===== config.mk =====
export PLATFORM = sky130hd
export DESIGN_NAME = tdma_slot_scheduler
export DESIGN_NICKNAME = d
export VERILOG_FILES = /design/src/rtl/core/tss_pkg.sv /design/src/rtl/core/tdma_slot_scheduler.sv /design/src/rtl/core/tss_ram.sv /design/src/rtl/core/tss_ctrl.sv /design/src/rtl/core/tss_dpath.sv
export VERILOG_INCLUDE_DIRS = /design/src /design/src/rtl/core
export SDC_FILE = /design/constraint.sdc
export NUM_CORES = 2
export LEC_CHECK = 0
export ABC_AREA = 0
export BUFFER_PORTS_ARGS = -buffer_cell sky130_fd_sc_hd__buf_2
export CAP_MARGIN = 10
export CORE_MARGIN = 1.5
export CORE_UTILIZATION = 40
export CTS_BUF_LIST = sky130_fd_sc_hd__clkbuf_2
export CTS_CLUSTER_DIAMETER = 60
export CTS_CLUSTER_SIZE = 24
export DETAILED_ROUTE_END_ITERATION = 16
export PLACE_DENSITY = 0.53
export SLEW_MARGIN = 10
export SYNTH_ARGS = -nofsm -noshare
export SYNTH_HDL_FRONTEND = slang
export SYNTH_SLANG_ARGS = --single-unit

===== constraint.sdc =====
create_clock -name clock -period 10.6 [get_ports clock]
set_input_delay 0.53 -clock clock [delete_from_list [all_inputs] [get_ports clock]]
set_output_delay 0.53 -clock clock [all_outputs]
set_load 0.05 [all_outputs]

===== src/rtl/core/assert_macros.svh =====
// Assertion macros shared by the scheduler RTL.
// Depends on nothing; define ASSERT_OFF to compile the checks away.
`ifndef ASSERT_MACROS_SVH
`define ASSERT_MACROS_SVH
`ifndef ASSERT_OFF
// property that must hold at every clock edge outside reset
`define ASSERT_AT(lbl, clk, rst, prop) \
   lbl: assert property (@(posedge clk) disable iff (rst) (prop)) \
      else $error("assertion failed");
// condition in one cycle implies a condition in the next
`define ASSERT_NEXT(lbl, clk, rst, cond, nxt) \
   lbl: assert property (@(posedge clk) disable iff (rst) (cond) |=> (nxt)) \
      else $error("assertion failed");
`else
`define ASSERT_AT(lbl, clk, rst, prop)
`define ASSERT_NEXT(lbl, clk, rst, cond, nxt)
`endif
`endif


===== src/rtl/core/tss_pkg.sv =====
// Types, codes and constants of the TDMA slot scheduler.
// Used by the controller, the datapath and the top level.
package tss_pkg;

   localparam int T_W           = 52;
   localparam int DAY_W         = 37;
   localparam int MAX_SLOTS_DEF = 32;
   localparam int CSR_IDX_W     = 3;

   localparam logic [DAY_W-1:0] US_PER_DAY   = 37'd86400000000;
   localparam logic [7:0]       BCAST_SRC    = 8'd0;
   localparam logic [31:0]      SKEW_RESET   = 32'd1000000;

   // day remainder: day count estimated from the top time bits, then corrected
   localparam int                   DAY_SH    = 33;
   localparam int                   DAY_RCP_W = 21;
   localparam int                   DAY_Q_W   = 16;
   localparam logic [DAY_RCP_W-1:0] DAY_RCP   = 21'd1667999;  // floor(2^57 / day)

   // action codes
   localparam logic [2:0] ACT_TICK  = 3'd0;
   localparam logic [2:0] ACT_LOAD  = 3'd1;
   localparam logic [2:0] ACT_CLEAR = 3'd2;
   localparam logic [2:0] ACT_START = 3'd3;
   localparam logic [2:0] ACT_STOP  = 3'd4;

   // mac types
   localparam logic [1:0] MAC_NONE    = 2'd0;
   localparam logic [1:0] MAC_CENTRAL = 2'd1;
   localparam logic [1:0] MAC_DECENT  = 2'd2;
   localparam logic [1:0] MAC_RSVD    = 2'd3;

   // register indexes
   localparam logic [CSR_IDX_W-1:0] CSR_MAC_TYPE  = 3'd0;
   localparam logic [CSR_IDX_W-1:0] CSR_OWN_ID    = 3'd1;
   localparam logic [CSR_IDX_W-1:0] CSR_MIDDLE    = 3'd2;
   localparam logic [CSR_IDX_W-1:0] CSR_REF_MODE  = 3'd3;
   localparam logic [CSR_IDX_W-1:0] CSR_FIXED_REF = 3'd4;
   localparam logic [CSR_IDX_W-1:0] CSR_SKEW      = 3'd5;

   typedef struct packed {
      logic [2:0]     action;
      logic [T_W-1:0] now_us;
      logic [7:0]     slot_src;
      logic [7:0]     slot_dest;
      logic           slot_always_initiate;
      logic [31:0]    slot_duration_us;
   } req_type;

   typedef struct packed {
      logic           slot_started;
      logic           transmit;
      logic [4:0]     slot_index;
      logic [7:0]     slot_src_out;
      logic [7:0]     slot_dest_out;
      logic [T_W-1:0] slot_start_us;
      logic           resynced;
      logic           running;
   } rsp_type;

   typedef struct packed {
      logic [7:0]  src;
      logic [7:0]  dest;
      logic        always_init;
      logic [31:0] duration;
   } entry_type;

   // controller to datapath
   typedef struct packed {
      logic accept;
      logic load_slot;
      logic clear_tbl;
      logic stop;
      logic set_rs;
      logic clr_active;
      logic align_init;
      logic day_step;
      logic div_step;
      logic div_reload;
      logic align_fin;
      logic walk_step;
      logic tick_emit;
   } cmd_type;

   // datapath to controller
   typedef struct packed {
      logic [2:0] action;
      logic       tick_due;
      logic       tick_late;
      logic       cur_valid;
      logic       full;
      logic       mac12;
      logic       active;
      logic       empty;
      logic       ref_fixed;
      logic       day_last;
      logic       div_last;
      logic       walk_en;
      logic       walk_go;
   } stat_type;

   typedef enum logic [3:0] {
      S_IDLE,
      S_DECODE,
      S_REALIGN,
      S_DIV_DAY,
      S_DIV_CYC,
      S_ALIGN,
      S_WALK_CHECK,
      S_WALK_ADD,
      S_TICK_EMIT,
      S_RESPOND
   } state_type;

endpackage


===== src/rtl/core/tdma_slot_scheduler.sv =====
// TDMA slot scheduler top level: controller, datapath and slot table RAM.
// Depends on tss_pkg, tss_ram, tss_ctrl and tss_dpath.
//
//  channel  ports                               transfer when
//  request  start, busy, req_data               start high, busy low
//  result   rsp_strobe, rsp_data                rsp_strobe high (one cycle)
//  config   csr_valid, csr_ready, csr_index,    csr_valid and csr_ready high
//           csr_wdata
//
// Load, clear and stop pass from decode straight to the result; a tick that
// emits passes through an emit state first. Realignment runs a one-bit-per-cycle
// remainder divider over the 52-bit dividend, after a day reduction when aligned
// to the day start, then an align step, plus a check and an add per slot skipped.
// Reset is synchronous and clears the table fill count and schedule and
// restores the register defaults. busy stays high until the result strobe;
// the receiver cannot stall.
module tdma_slot_scheduler import tss_pkg::*; #(
   parameter int MAX_SLOTS = MAX_SLOTS_DEF
) (
   input  logic                 clock,
   input  logic                 reset,
   input  logic                 start,
   output logic                 busy,
   input  req_type              req_data,
   output logic                 rsp_strobe,
   output rsp_type              rsp_data,
   input  logic                 csr_valid,
   output logic                 csr_ready,
   input  logic [CSR_IDX_W-1:0] csr_index,
   input  logic [T_W-1:0]       csr_wdata
);
   localparam int IW = MAX_SLOTS > 1 ? $clog2(MAX_SLOTS) : 1;

   cmd_type   cmd;
   stat_type  stat;
   logic      ram_we;
   logic [IW-1:0] ram_waddr;
   logic [IW-1:0] ram_raddr;
   entry_type ram_wdata;
   entry_type ram_rdata;

   tss_ctrl u_ctrl (
      .clock      (clock),
      .reset      (reset),
      .start      (start),
      .busy       (busy),
      .rsp_strobe (rsp_strobe),
      .cmd        (cmd),
      .stat       (stat)
   );

   tss_dpath #(.MAX_SLOTS(MAX_SLOTS)) u_dpath (
      .clock     (clock),
      .reset     (reset),
      .req_data  (req_data),
      .cmd       (cmd),
      .stat      (stat),
      .rsp_data  (rsp_data),
      .csr_valid (csr_valid),
      .csr_ready (csr_ready),
      .csr_index (csr_index),
      .csr_wdata (csr_wdata),
      .ram_we    (ram_we),
      .ram_waddr (ram_waddr),
      .ram_wdata (ram_wdata),
      .ram_raddr (ram_raddr),
      .ram_rdata (ram_rdata)
   );

   tss_ram #(.WIDTH($bits(entry_type)), .DEPTH(MAX_SLOTS)) u_table (
      .clock (clock),
      .we    (ram_we),
      .waddr (ram_waddr),
      .wdata (ram_wdata),
      .raddr (ram_raddr),
      .rdata (ram_rdata)
   );
endmodule


===== src/rtl/core/tss_ram.sv =====
// Generic simple dual-port RAM with registered read.
// Depends on nothing.
module tss_ram #(
   parameter int WIDTH = 8,
   parameter int DEPTH = 32
) (
   input  logic                                 clock,
   input  logic                                 we,
   input  logic [(DEPTH > 1 ? $clog2(DEPTH) : 1)-1:0] waddr,
   input  logic [WIDTH-1:0]                     wdata,
   input  logic [(DEPTH > 1 ? $clog2(DEPTH) : 1)-1:0] raddr,
   output logic [WIDTH-1:0]                     rdata
);
   logic [WIDTH-1:0] mem_ff [DEPTH];
   logic [WIDTH-1:0] rdata_ff;

   // write and read one word each cycle
   always_ff @(posedge clock) begin
      if (we) begin
         mem_ff[waddr] <= wdata;
      end
      rdata_ff <= mem_ff[raddr];
   end

   assign rdata = rdata_ff;
endmodule


===== src/rtl/core/tss_ctrl.sv =====
// Sequencer of the slot scheduler: decodes an item and steps the datapath.
// Depends on tss_pkg and assert_macros.svh.
`include "assert_macros.svh"
module tss_ctrl import tss_pkg::*; (
   input  logic     clock,
   input  logic     reset,
   input  logic     start,
   output logic     busy,
   output logic     rsp_strobe,
   output cmd_type  cmd,
   input  stat_type stat
);
   state_type state_ff, state_in;

   always_ff @(posedge clock) begin
      if (reset) begin
         state_ff <= S_IDLE;
      end else begin
         state_ff <= state_in;
      end
   end

   // next state
   always_comb begin
      state_in = state_ff;
      unique case (state_ff)
         S_IDLE: begin
            if (start) state_in = S_DECODE;
         end
         S_DECODE: begin
            unique case (stat.action)
               ACT_TICK: begin
                  if (!stat.tick_due) state_in = S_RESPOND;
                  else if (stat.tick_late || !stat.cur_valid) state_in = S_REALIGN;
                  else state_in = S_TICK_EMIT;
               end
               ACT_START: begin
                  if (stat.mac12 && !stat.active) state_in = S_REALIGN;
                  else state_in = S_RESPOND;
               end
               default: state_in = S_RESPOND;
            endcase
         end
         S_REALIGN: begin
            if (stat.empty) state_in = S_RESPOND;
            else if (stat.ref_fixed) state_in = S_DIV_CYC;
            else state_in = S_DIV_DAY;
         end
         S_DIV_DAY: begin
            if (stat.day_last) state_in = S_DIV_CYC;
         end
         S_DIV_CYC: begin
            if (stat.div_last) state_in = S_ALIGN;
         end
         S_ALIGN: begin
            state_in = stat.walk_en ? S_WALK_CHECK : S_RESPOND;
         end
         S_WALK_CHECK: begin
            state_in = stat.walk_go ? S_WALK_ADD : S_RESPOND;
         end
         S_WALK_ADD:  state_in = S_WALK_CHECK;
         S_TICK_EMIT: state_in = S_RESPOND;
         S_RESPOND:   state_in = S_IDLE;
         default:     state_in = S_IDLE;
      endcase
   end

   // commands
   always_comb begin
      cmd        = '0;
      busy       = 1'b1;
      rsp_strobe = 1'b0;
      unique case (state_ff)
         S_IDLE: begin
            busy       = 1'b0;
            cmd.accept = start;
         end
         S_DECODE: begin
            unique case (stat.action)
               ACT_TICK: begin
                  cmd.set_rs = stat.tick_due && (stat.tick_late || !stat.cur_valid);
               end
               ACT_LOAD:  cmd.load_slot = !stat.full;
               ACT_CLEAR: cmd.clear_tbl = 1'b1;
               ACT_STOP:  cmd.stop      = 1'b1;
               default: ;
            endcase
         end
         S_REALIGN: begin
            cmd.clr_active = stat.empty;
            cmd.align_init = !stat.empty;
         end
         S_DIV_DAY: begin
            cmd.day_step   = 1'b1;
            cmd.div_reload = stat.day_last;
         end
         S_DIV_CYC:   cmd.div_step  = 1'b1;
         S_ALIGN:     cmd.align_fin = 1'b1;
         S_WALK_ADD:  cmd.walk_step = 1'b1;
         S_TICK_EMIT: cmd.tick_emit = 1'b1;
         S_RESPOND:   rsp_strobe    = 1'b1;
         default: ;
      endcase
   end

   `ASSERT_NEXT(a_accept_busy, clock, reset, start && !busy, busy)
   `ASSERT_AT(a_strobe_busy, clock, reset, !rsp_strobe || busy)
   `ASSERT_NEXT(a_strobe_ends, clock, reset, rsp_strobe, !busy && !rsp_strobe)
endmodule


===== src/rtl/core/tss_dpath.sv =====
// Datapath of the slot scheduler: registers, slot timing, remainder divider.
// Depends on tss_pkg and assert_macros.svh; the slot table is an external RAM.
`include "assert_macros.svh"
module tss_dpath import tss_pkg::*; #(
   parameter int MAX_SLOTS = MAX_SLOTS_DEF
) (
   input  logic                                 clock,
   input  logic                                 reset,
   input  req_type                              req_data,
   input  cmd_type                              cmd,
   output stat_type                             stat,
   output rsp_type                              rsp_data,
   input  logic                                 csr_valid,
   output logic                                 csr_ready,
   input  logic [CSR_IDX_W-1:0]                 csr_index,
   input  logic [T_W-1:0]                       csr_wdata,
   output logic                                 ram_we,
   output logic [(MAX_SLOTS > 1 ? $clog2(MAX_SLOTS) : 1)-1:0] ram_waddr,
   output entry_type                            ram_wdata,
   output logic [(MAX_SLOTS > 1 ? $clog2(MAX_SLOTS) : 1)-1:0] ram_raddr,
   input  entry_type                            ram_rdata
);
   localparam int IW  = MAX_SLOTS > 1 ? $clog2(MAX_SLOTS) : 1;
   localparam int CNW = $clog2(MAX_SLOTS + 1);
   localparam int CW  = $clog2(MAX_SLOTS) + 32;
   localparam int DW  = CW > DAY_W ? CW : DAY_W;
   localparam int DCW = $clog2(T_W);
   localparam int DPW = T_W - DAY_SH + DAY_RCP_W;
   localparam int DBW = DAY_Q_W + DAY_W;

   // configuration
   logic [1:0]     mac_ff;
   logic [7:0]     own_ff;
   logic           mid_ff;
   logic           refm_ff;
   logic [T_W-1:0] fref_ff;
   logic [31:0]    skew_ff;

   // schedule state
   logic [CNW-1:0] count_ff, count_in;
   logic [CW-1:0]  cyc_ff, cyc_in;
   logic [IW-1:0]  cur_ff, cur_in;
   logic [T_W-1:0] nst_ff, nst_in;
   logic           active_ff, active_in;

   // item, result and divider
   req_type        req_ff, req_in;
   rsp_type        rsp_ff, rsp_in;
   logic [T_W-1:0] dvd_ff, dvd_in;
   logic [DW-1:0]  rem_ff, rem_in;
   logic [DW-1:0]  dsr_ff, dsr_in;
   logic           neg_ff, neg_in;
   logic [DCW-1:0] dcnt_ff, dcnt_in;
   logic [CNW-1:0] walk_ff, walk_in;
   logic [DAY_Q_W-1:0] dq_ff, dq_in;

   logic [T_W-1:0] now;
   logic           mac12;
   logic [DW:0]    trial;
   logic           ge;
   logic [DW-1:0]  rem_step;
   logic [T_W:0]   diff;
   logic [T_W:0]   negd;
   logic [T_W-1:0] base;
   logic [CNW-1:0] cur_next;
   logic [IW-1:0]  cur_wrap;
   logic [T_W-1:0] late;
   logic [DPW-1:0] day_prod;
   logic [DBW-1:0] day_back;
   logic [T_W-1:0] day_fix;

   assign now   = req_ff.now_us;
   assign mac12 = (mac_ff == MAC_CENTRAL) || (mac_ff == MAC_DECENT);

   // one remainder bit per step
   assign trial    = {rem_ff, dvd_ff[T_W-1]};
   assign ge       = trial >= {1'b0, dsr_ff};
   assign rem_step = ge ? DW'(trial - {1'b0, dsr_ff}) : DW'(trial);

   // day remainder: estimate the day count low by at most one, take it off, correct
   assign day_prod = DPW'(now[T_W-1:DAY_SH]) * DPW'(DAY_RCP);
   assign day_back = DBW'(dq_ff) * DBW'(US_PER_DAY);
   assign day_fix  = (dvd_ff >= T_W'(US_PER_DAY)) ? dvd_ff - T_W'(US_PER_DAY) : dvd_ff;

   // distance from the fixed reference, with sign
   assign diff = {1'b0, now} - {1'b0, fref_ff};
   assign negd = (T_W + 1)'(0) - diff;

   // boundary minus one cycle: now less the signed remainder
   assign base = neg_ff ? now + T_W'(rem_ff) : now - T_W'(rem_ff);

   // slot index after advance, with wrap
   assign cur_next = CNW'(cur_ff) + CNW'(1);
   assign cur_wrap = (cur_next >= count_ff) ? '0 : cur_next[IW-1:0];

   assign late = now - nst_ff;

   // status
   always_comb begin
      stat.action    = req_ff.action;
      stat.tick_due  = active_ff && (now > nst_ff);
      stat.tick_late = late > T_W'(skew_ff);
      stat.cur_valid = CNW'(cur_ff) < count_ff;
      stat.full      = count_ff >= CNW'(MAX_SLOTS);
      stat.mac12     = mac12;
      stat.active    = active_ff;
      stat.empty     = (count_ff == '0) || (cyc_ff == '0);
      stat.ref_fixed = refm_ff;
      stat.day_last  = dcnt_ff == DCW'(2);
      stat.div_last  = dcnt_ff == DCW'(T_W - 1);
      stat.walk_en   = mid_ff && (count_ff > CNW'(1)) && mac12;
      stat.walk_go   = (walk_ff < count_ff) && (nst_ff < now);
   end

   // table port: append at the fill count, read the current slot
   assign ram_we    = cmd.load_slot;
   assign ram_waddr = count_ff[IW-1:0];
   assign ram_raddr = cur_ff;
   always_comb begin
      ram_wdata.src         = req_ff.slot_src;
      ram_wdata.dest        = req_ff.slot_dest;
      ram_wdata.always_init = req_ff.slot_always_initiate;
      ram_wdata.duration    = req_ff.slot_duration_us;
   end

   // next values
   always_comb begin
      req_in    = req_ff;
      rsp_in    = rsp_ff;
      count_in  = count_ff;
      cyc_in    = cyc_ff;
      cur_in    = cur_ff;
      nst_in    = nst_ff;
      active_in = active_ff;
      dvd_in    = dvd_ff;
      rem_in    = rem_ff;
      dsr_in    = dsr_ff;
      neg_in    = neg_ff;
      dcnt_in   = dcnt_ff;
      walk_in   = walk_ff;
      dq_in     = dq_ff;

      // capture the item and clear the result
      if (cmd.accept) begin
         req_in = req_data;
         rsp_in = '0;
      end
      if (cmd.load_slot) begin
         cyc_in   = cyc_ff + CW'(req_ff.slot_duration_us);
         count_in = count_ff + CNW'(1);
      end
      if (cmd.clear_tbl) begin
         count_in  = '0;
         cyc_in    = '0;
         cur_in    = '0;
         active_in = 1'b0;
      end
      if (cmd.stop) begin
         cur_in    = '0;
         active_in = 1'b0;
      end
      if (cmd.set_rs) rsp_in.resynced = 1'b1;
      if (cmd.clr_active) active_in = 1'b0;
      // load the divider from the fixed reference, or start the day reduction
      if (cmd.align_init) begin
         active_in = 1'b1;
         cur_in    = '0;
         rem_in    = '0;
         dcnt_in   = '0;
         if (refm_ff) begin
            dvd_in = diff[T_W] ? negd[T_W-1:0] : diff[T_W-1:0];
            neg_in = diff[T_W];
            dsr_in = DW'(cyc_ff);
         end else begin
            neg_in = 1'b0;
         end
      end
      // day reduction: day count estimate, then time less whole days
      if (cmd.day_step) begin
         dcnt_in = dcnt_ff + DCW'(1);
         if (dcnt_ff == '0) begin
            dq_in = day_prod[DPW-1:DPW-DAY_Q_W];
         end else if (dcnt_ff == DCW'(1)) begin
            dvd_in = now - day_back[T_W-1:0];
         end
      end
      if (cmd.div_step) begin
         rem_in  = rem_step;
         dvd_in  = {dvd_ff[T_W-2:0], 1'b0};
         dcnt_in = dcnt_ff + DCW'(1);
      end
      // day offset becomes the dividend for the cycle length
      if (cmd.div_reload) begin
         dvd_in  = day_fix;
         neg_in  = 1'b0;
         dsr_in  = DW'(cyc_ff);
         rem_in  = '0;
         dcnt_in = '0;
      end
      if (cmd.align_fin) begin
         nst_in  = stat.walk_en ? base : base + T_W'(cyc_ff);
         walk_in = '0;
      end
      if (cmd.walk_step) begin
         nst_in  = nst_ff + T_W'(ram_rdata.duration);
         cur_in  = cur_wrap;
         walk_in = walk_ff + CNW'(1);
      end
      // emit the current slot, and advance it for the central and decentral mac types
      if (cmd.tick_emit) begin
         rsp_in.slot_started  = 1'b1;
         rsp_in.slot_index    = 5'(cur_ff);
         rsp_in.slot_src_out  = ram_rdata.src;
         rsp_in.slot_dest_out = ram_rdata.dest;
         rsp_in.slot_start_us = nst_ff;
         if (mac_ff == MAC_DECENT) begin
            rsp_in.transmit = (ram_rdata.src == own_ff) || ram_rdata.always_init;
         end else if (mac_ff == MAC_CENTRAL) begin
            rsp_in.transmit = ram_rdata.src != BCAST_SRC;
         end else begin
            rsp_in.transmit = 1'b1;
         end
         if (mac12) begin
            nst_in = nst_ff + T_W'(ram_rdata.duration);
            cur_in = cur_wrap;
         end
      end
   end

   always_ff @(posedge clock) begin
      if (reset) begin
         count_ff  <= '0;
         cyc_ff    <= '0;
         cur_ff    <= '0;
         nst_ff    <= '0;
         active_ff <= 1'b0;
      end else begin
         count_ff  <= count_in;
         cyc_ff    <= cyc_in;
         cur_ff    <= cur_in;
         nst_ff    <= nst_in;
         active_ff <= active_in;
      end
   end

   always_ff @(posedge clock) begin
      req_ff  <= req_in;
      rsp_ff  <= rsp_in;
      dvd_ff  <= dvd_in;
      rem_ff  <= rem_in;
      dsr_ff  <= dsr_in;
      neg_ff  <= neg_in;
      dcnt_ff <= dcnt_in;
      walk_ff <= walk_in;
      dq_ff   <= dq_in;
   end

   // configuration writes; unknown indexes drop
   assign csr_ready = 1'b1;
   always_ff @(posedge clock) begin
      if (reset) begin
         mac_ff  <= MAC_NONE;
         own_ff  <= '0;
         mid_ff  <= 1'b0;
         refm_ff <= 1'b0;
         fref_ff <= '0;
         skew_ff <= SKEW_RESET;
      end else if (csr_valid) begin
         unique case (csr_index)
            CSR_MAC_TYPE:  mac_ff  <= csr_wdata[1:0];
            CSR_OWN_ID:    own_ff  <= csr_wdata[7:0];
            CSR_MIDDLE:    mid_ff  <= csr_wdata[0];
            CSR_REF_MODE:  refm_ff <= csr_wdata[0];
            CSR_FIXED_REF: fref_ff <= csr_wdata;
            CSR_SKEW:      skew_ff <= csr_wdata[31:0];
            default: ;
         endcase
      end
   end

   always_comb begin
      rsp_data         = rsp_ff;
      rsp_data.running = active_ff;
   end

   `ASSERT_AT(a_cur_in_table, clock, reset, !active_ff || (CNW'(cur_ff) < count_ff))
   `ASSERT_AT(a_cycle_nonzero, clock, reset, !active_ff || (cyc_ff != '0))
endmodule

==> metrics.md <==
| Metric | Value |
|---|---|
| R2r startpoint | `u_dpath.dq_ff[5]` |
| Final Max Slew Viols | `0` |
| Power Density | `163.8 nW/um^2` |
| Final nets | `11,770` |
| Reg area | `between 60,000 and 70,000 sq um` |
| Core Rows | `between 150 and 200` |
| Leakage power | `between 40 and 50 nW` |
| Syn avg cell area | `12.01 sq um` |
| Post-route ant nets | `0` |
| Initial Util | `about two fifths` |
| Dpl hpwl | `282,300 um` |
| Number of distinct library cells after synthesis | `a little under 100` |
| Port buffer count | `241` |
| WHS Path Cells | `5` |
| GP Congestion | `0.9617` |
| Most common cell after layout, fill and taps aside | `edfxtp_1` |
| Achievable Freq | `about 110 MHz` |
| Fin crit period | `9.075 ns` |
| Total GRT Usage | `27.66%` |
| Top FF cell, synth | `edfxtp_1` |
| Hold_buf cts | `542` |
| Setup violators final | `0` |
| Crit-path max cell delay | `approximately 0.57 ns` |
| Number of flops mapped to enable cells by yosys | `1,857` |
| YS warnings | `0` |
| Max VDD drop | `approximately 0.00038 V` |
| Average vias per placed instance | `roughly 5.7` |
| Layout Skew | `0.3334 ns` |
| # DRC | `0` |
| Max-cap violations | `0` |
| Most frequent cells in the layout | `edfxtp_1, inv_1, nand2_1` |
| Finished Core Util | `45.26%` |
| Syn Inst Count | `around 10,000` |
| Reg2reg end | `u_dpath.dvd_ff[50]` |
| Crit Path Max Fanout | `7` |
| R2r worst-path depth | `33` |
| Final Hold Vio Count | `0` |
| Most used cell, CP | `inv_1` |
| Clock Path Buffers | `4` |
| Multi-input gate area | `52,430 sq um` |
| Total grt overflow | `0` |
| CTS tree | `done` |
| Post-synthesis register bit count | `about 2,200` |
| Die extent in x | `between 500 and 600 um` |
| DR vias | `84,470` |
| Final wirelength | `roughly 420,000 um` |
| Synth Net Count | `about 11,000` |
| Crit end category | `flip-flop` |
| Share of layout cells above drive strength 1 | `between 10% and 20%` |
| R2R setup slack | `between 1.5 and 2 ns` |
| Ports | `243` |
| DIE HEIGHT | `547.1 um` |
| Top-area cell type share of the netlist area | `between 40 and 50%` |
| First-pass GRT wire length | `600,100 um` |
| Synth-to-Final Area Change | `12.50%` |
| Critical path class | `flip-flop to flip-flop` |
| Pin count of the biggest net entering global routing | `about 120` |
| Clock transition at path regs | `0.25 ns` |
| Clock sink count | `2,153` |
| Skew-Pair Late Insertion Delay | `2.04 ns` |
| Pre-Repair DR Iteration Count | `8` |
| Vias in the first global route | `~85,000` |
| Initial antenna violation count | `27` |
| Worst hold path class | `primary input to flip-flop` |
| WP data arrival | `10.68 ns` |
| Worst Max-Slew Pin Slew | `1.294 ns` |
| Status | `complete, no violations` |
| Setup_tns | `0 ns` |
| Asr flop ratio synth | `0%` |
| Post-synth top area cell | `edfxtp_1` |
| DIE AREA | `about 300,000 sq um` |
| Hold_sp | `csr_wdata[1]` |
| Fillers | `26,970` |
| Initial drt markers | `7,887` |
| Startpoint Class | `flip-flop` |
| H-tree levels | `4` |
| Num CTS Buffers | `~190` |
| Sequential area share after synthesis | `~52%` |
| Post-CTS setup buffers | `0` |
| Hold worst-path end | `u_dpath.own_ff[1]` |
| Unrepaired setup endpoints after global routing | `no` |
| Post_cts resized | `0` |
| Worst endpoint required time | `12.21 ns` |
| Core Area | `294,300 sq um` |
| Critical-path top delay cell | `edfxtp_1` |
| Synth area leaders | `edfxtp_1, ha_1, fa_1` |
| Worst hold slack | `0.2388 ns` |
| Mapped cell area | `roughly 120,000 sq um` |
| Root Buffer | `clkbuf_2` |
| Fin crit share | `85.61%` |
| WL/cell | `28.63 um` |
| Slew HR | `between 10% and 20%` |
Yosys cell counts (201+ instances only):
library cell	count
dfxtp_1	296
a21o_1	245
edfxtp_1	1857
nand2_1	805
a21oi_1	744
mux2i_1	332
o21ai_0	491
clkbuf_1	342
ha_1	702
nor2_1	492
inv_1	804
xnor2_1	240
fa_1	303
xor2_1	201
worst max-delay path, delay by kind of cell, from the launching register on:
kind / cells / cell delay, ns
fa+ha+maj: 8 / 3.38
flops: 1 / 0.57
xor+xnor: 1 / 0.29
buf+inv: 6 / 0.54
simple gates: 2 / 0.51
compound gates: 16 / 3.64
power breakdown:
group | switching, mW | internal [mW]
clock | 3.31 | 1.32
combinational | 4.37 | 2.94
sequential | 0.245 | 9.63
state kept, by name (all words and copies together), names as in the netlist, 16 cells and up:
signal and flops:
u_dpath.rem_ff 37, u_table.mem_ff 1568, u_dpath.dvd_ff 52, u_dpath.dq_ff 16, u_table.rdata 49, u_dpath.rsp_data 76, u_dpath.nst_ff 52, u_dpath.now 52
u_dpath.cyc_ff 37, u_dpath.fref_ff 52, u_dpath.skew_ff 32, u_dpath.ram_wdata 49, u_dpath.dsr_ff 37
layer usage:
layer / vias up / part of all wire (%) / track usage, %
met4: 14 / 5.4 / 13.49
met5: - / 0.023 / 0
met2: 2862 / 48 / 46.22
met1: 42680 / 41 / 35.56
met3: 756 / 5.4 / 3.455
li1: 38160 / - / -
worst max-delay path by stage:
stage	startpoint	endpoint	slack, ns	depth (start not counted)
floorplan	u_dpath.dq_ff[14]	u_dpath.dvd_ff[51]	2.73	33
global placement	u_dpath.dq_ff[4]	u_dpath.dvd_ff[50]	1.41	31
detailed placement	u_dpath.dq_ff[5]	u_dpath.dvd_ff[50]	1.49	33
CTS	u_dpath.dq_ff[5]	u_dpath.dvd_ff[50]	1.50	33
global route	u_dpath.dq_ff[5]	u_dpath.dvd_ff[50]	0.87	33
finish	u_dpath.dq_ff[5]	u_dpath.dvd_ff[50]	1.52	33
metrics by stage:
stage / area (sq um) / total power, mW / worst slack [ns] / std cells
2_1_floorplan: 118400 / 15.05 / 2.726 / 9859
3_3_place_gp: 124800 / 17.20 / 1.408 / 13790
3_5_place_dp: 124800 / 17.23 / 1.486 / 13790
4_1_cts: 133200 / 22.05 / 1.502 / 14680
5_1_grt: 133200 / 23.27 / 0.8654 / 14690
6_report: 133200 / 21.82 / 1.525 / 14700
layout make-up:
type,count,area share [%]
Inverter,809,2.283
Antenna cell,19,0.03569
Tap cell,3919,3.681
Sequential cell,2153,46.32
Clock buffer,201,0.7552
Multi-Input combinational cell,6481,39.36
Timing Repair Buffer,973,6.099
Clock inverter,149,1.460
cells by family (layout without fill, tap and decap cells):
| family | count (synthesis) | in the layout | synth area share, % |
|---|---|---|---|
| multiplexers | 630 | 630 | 7.505 |
| adder cells (fa/ha/maj) | 1005 | 1005 | 12.54 |
| AND/OR/NAND/NOR | 2041 | 2041 | 7.999 |
| XOR/XNOR | 441 | 441 | 3.262 |
| other | 1 | 20 | 0.003167 |
| AO/OA/AOI/OAI | 2363 | 2363 | 12.69 |
| buffers and inverters | 1225 | 2132 | 3.900 |
| flip-flops | 2153 | 2153 | 52.10 |
No activity file was read; power rests on OpenSTA's default activity.
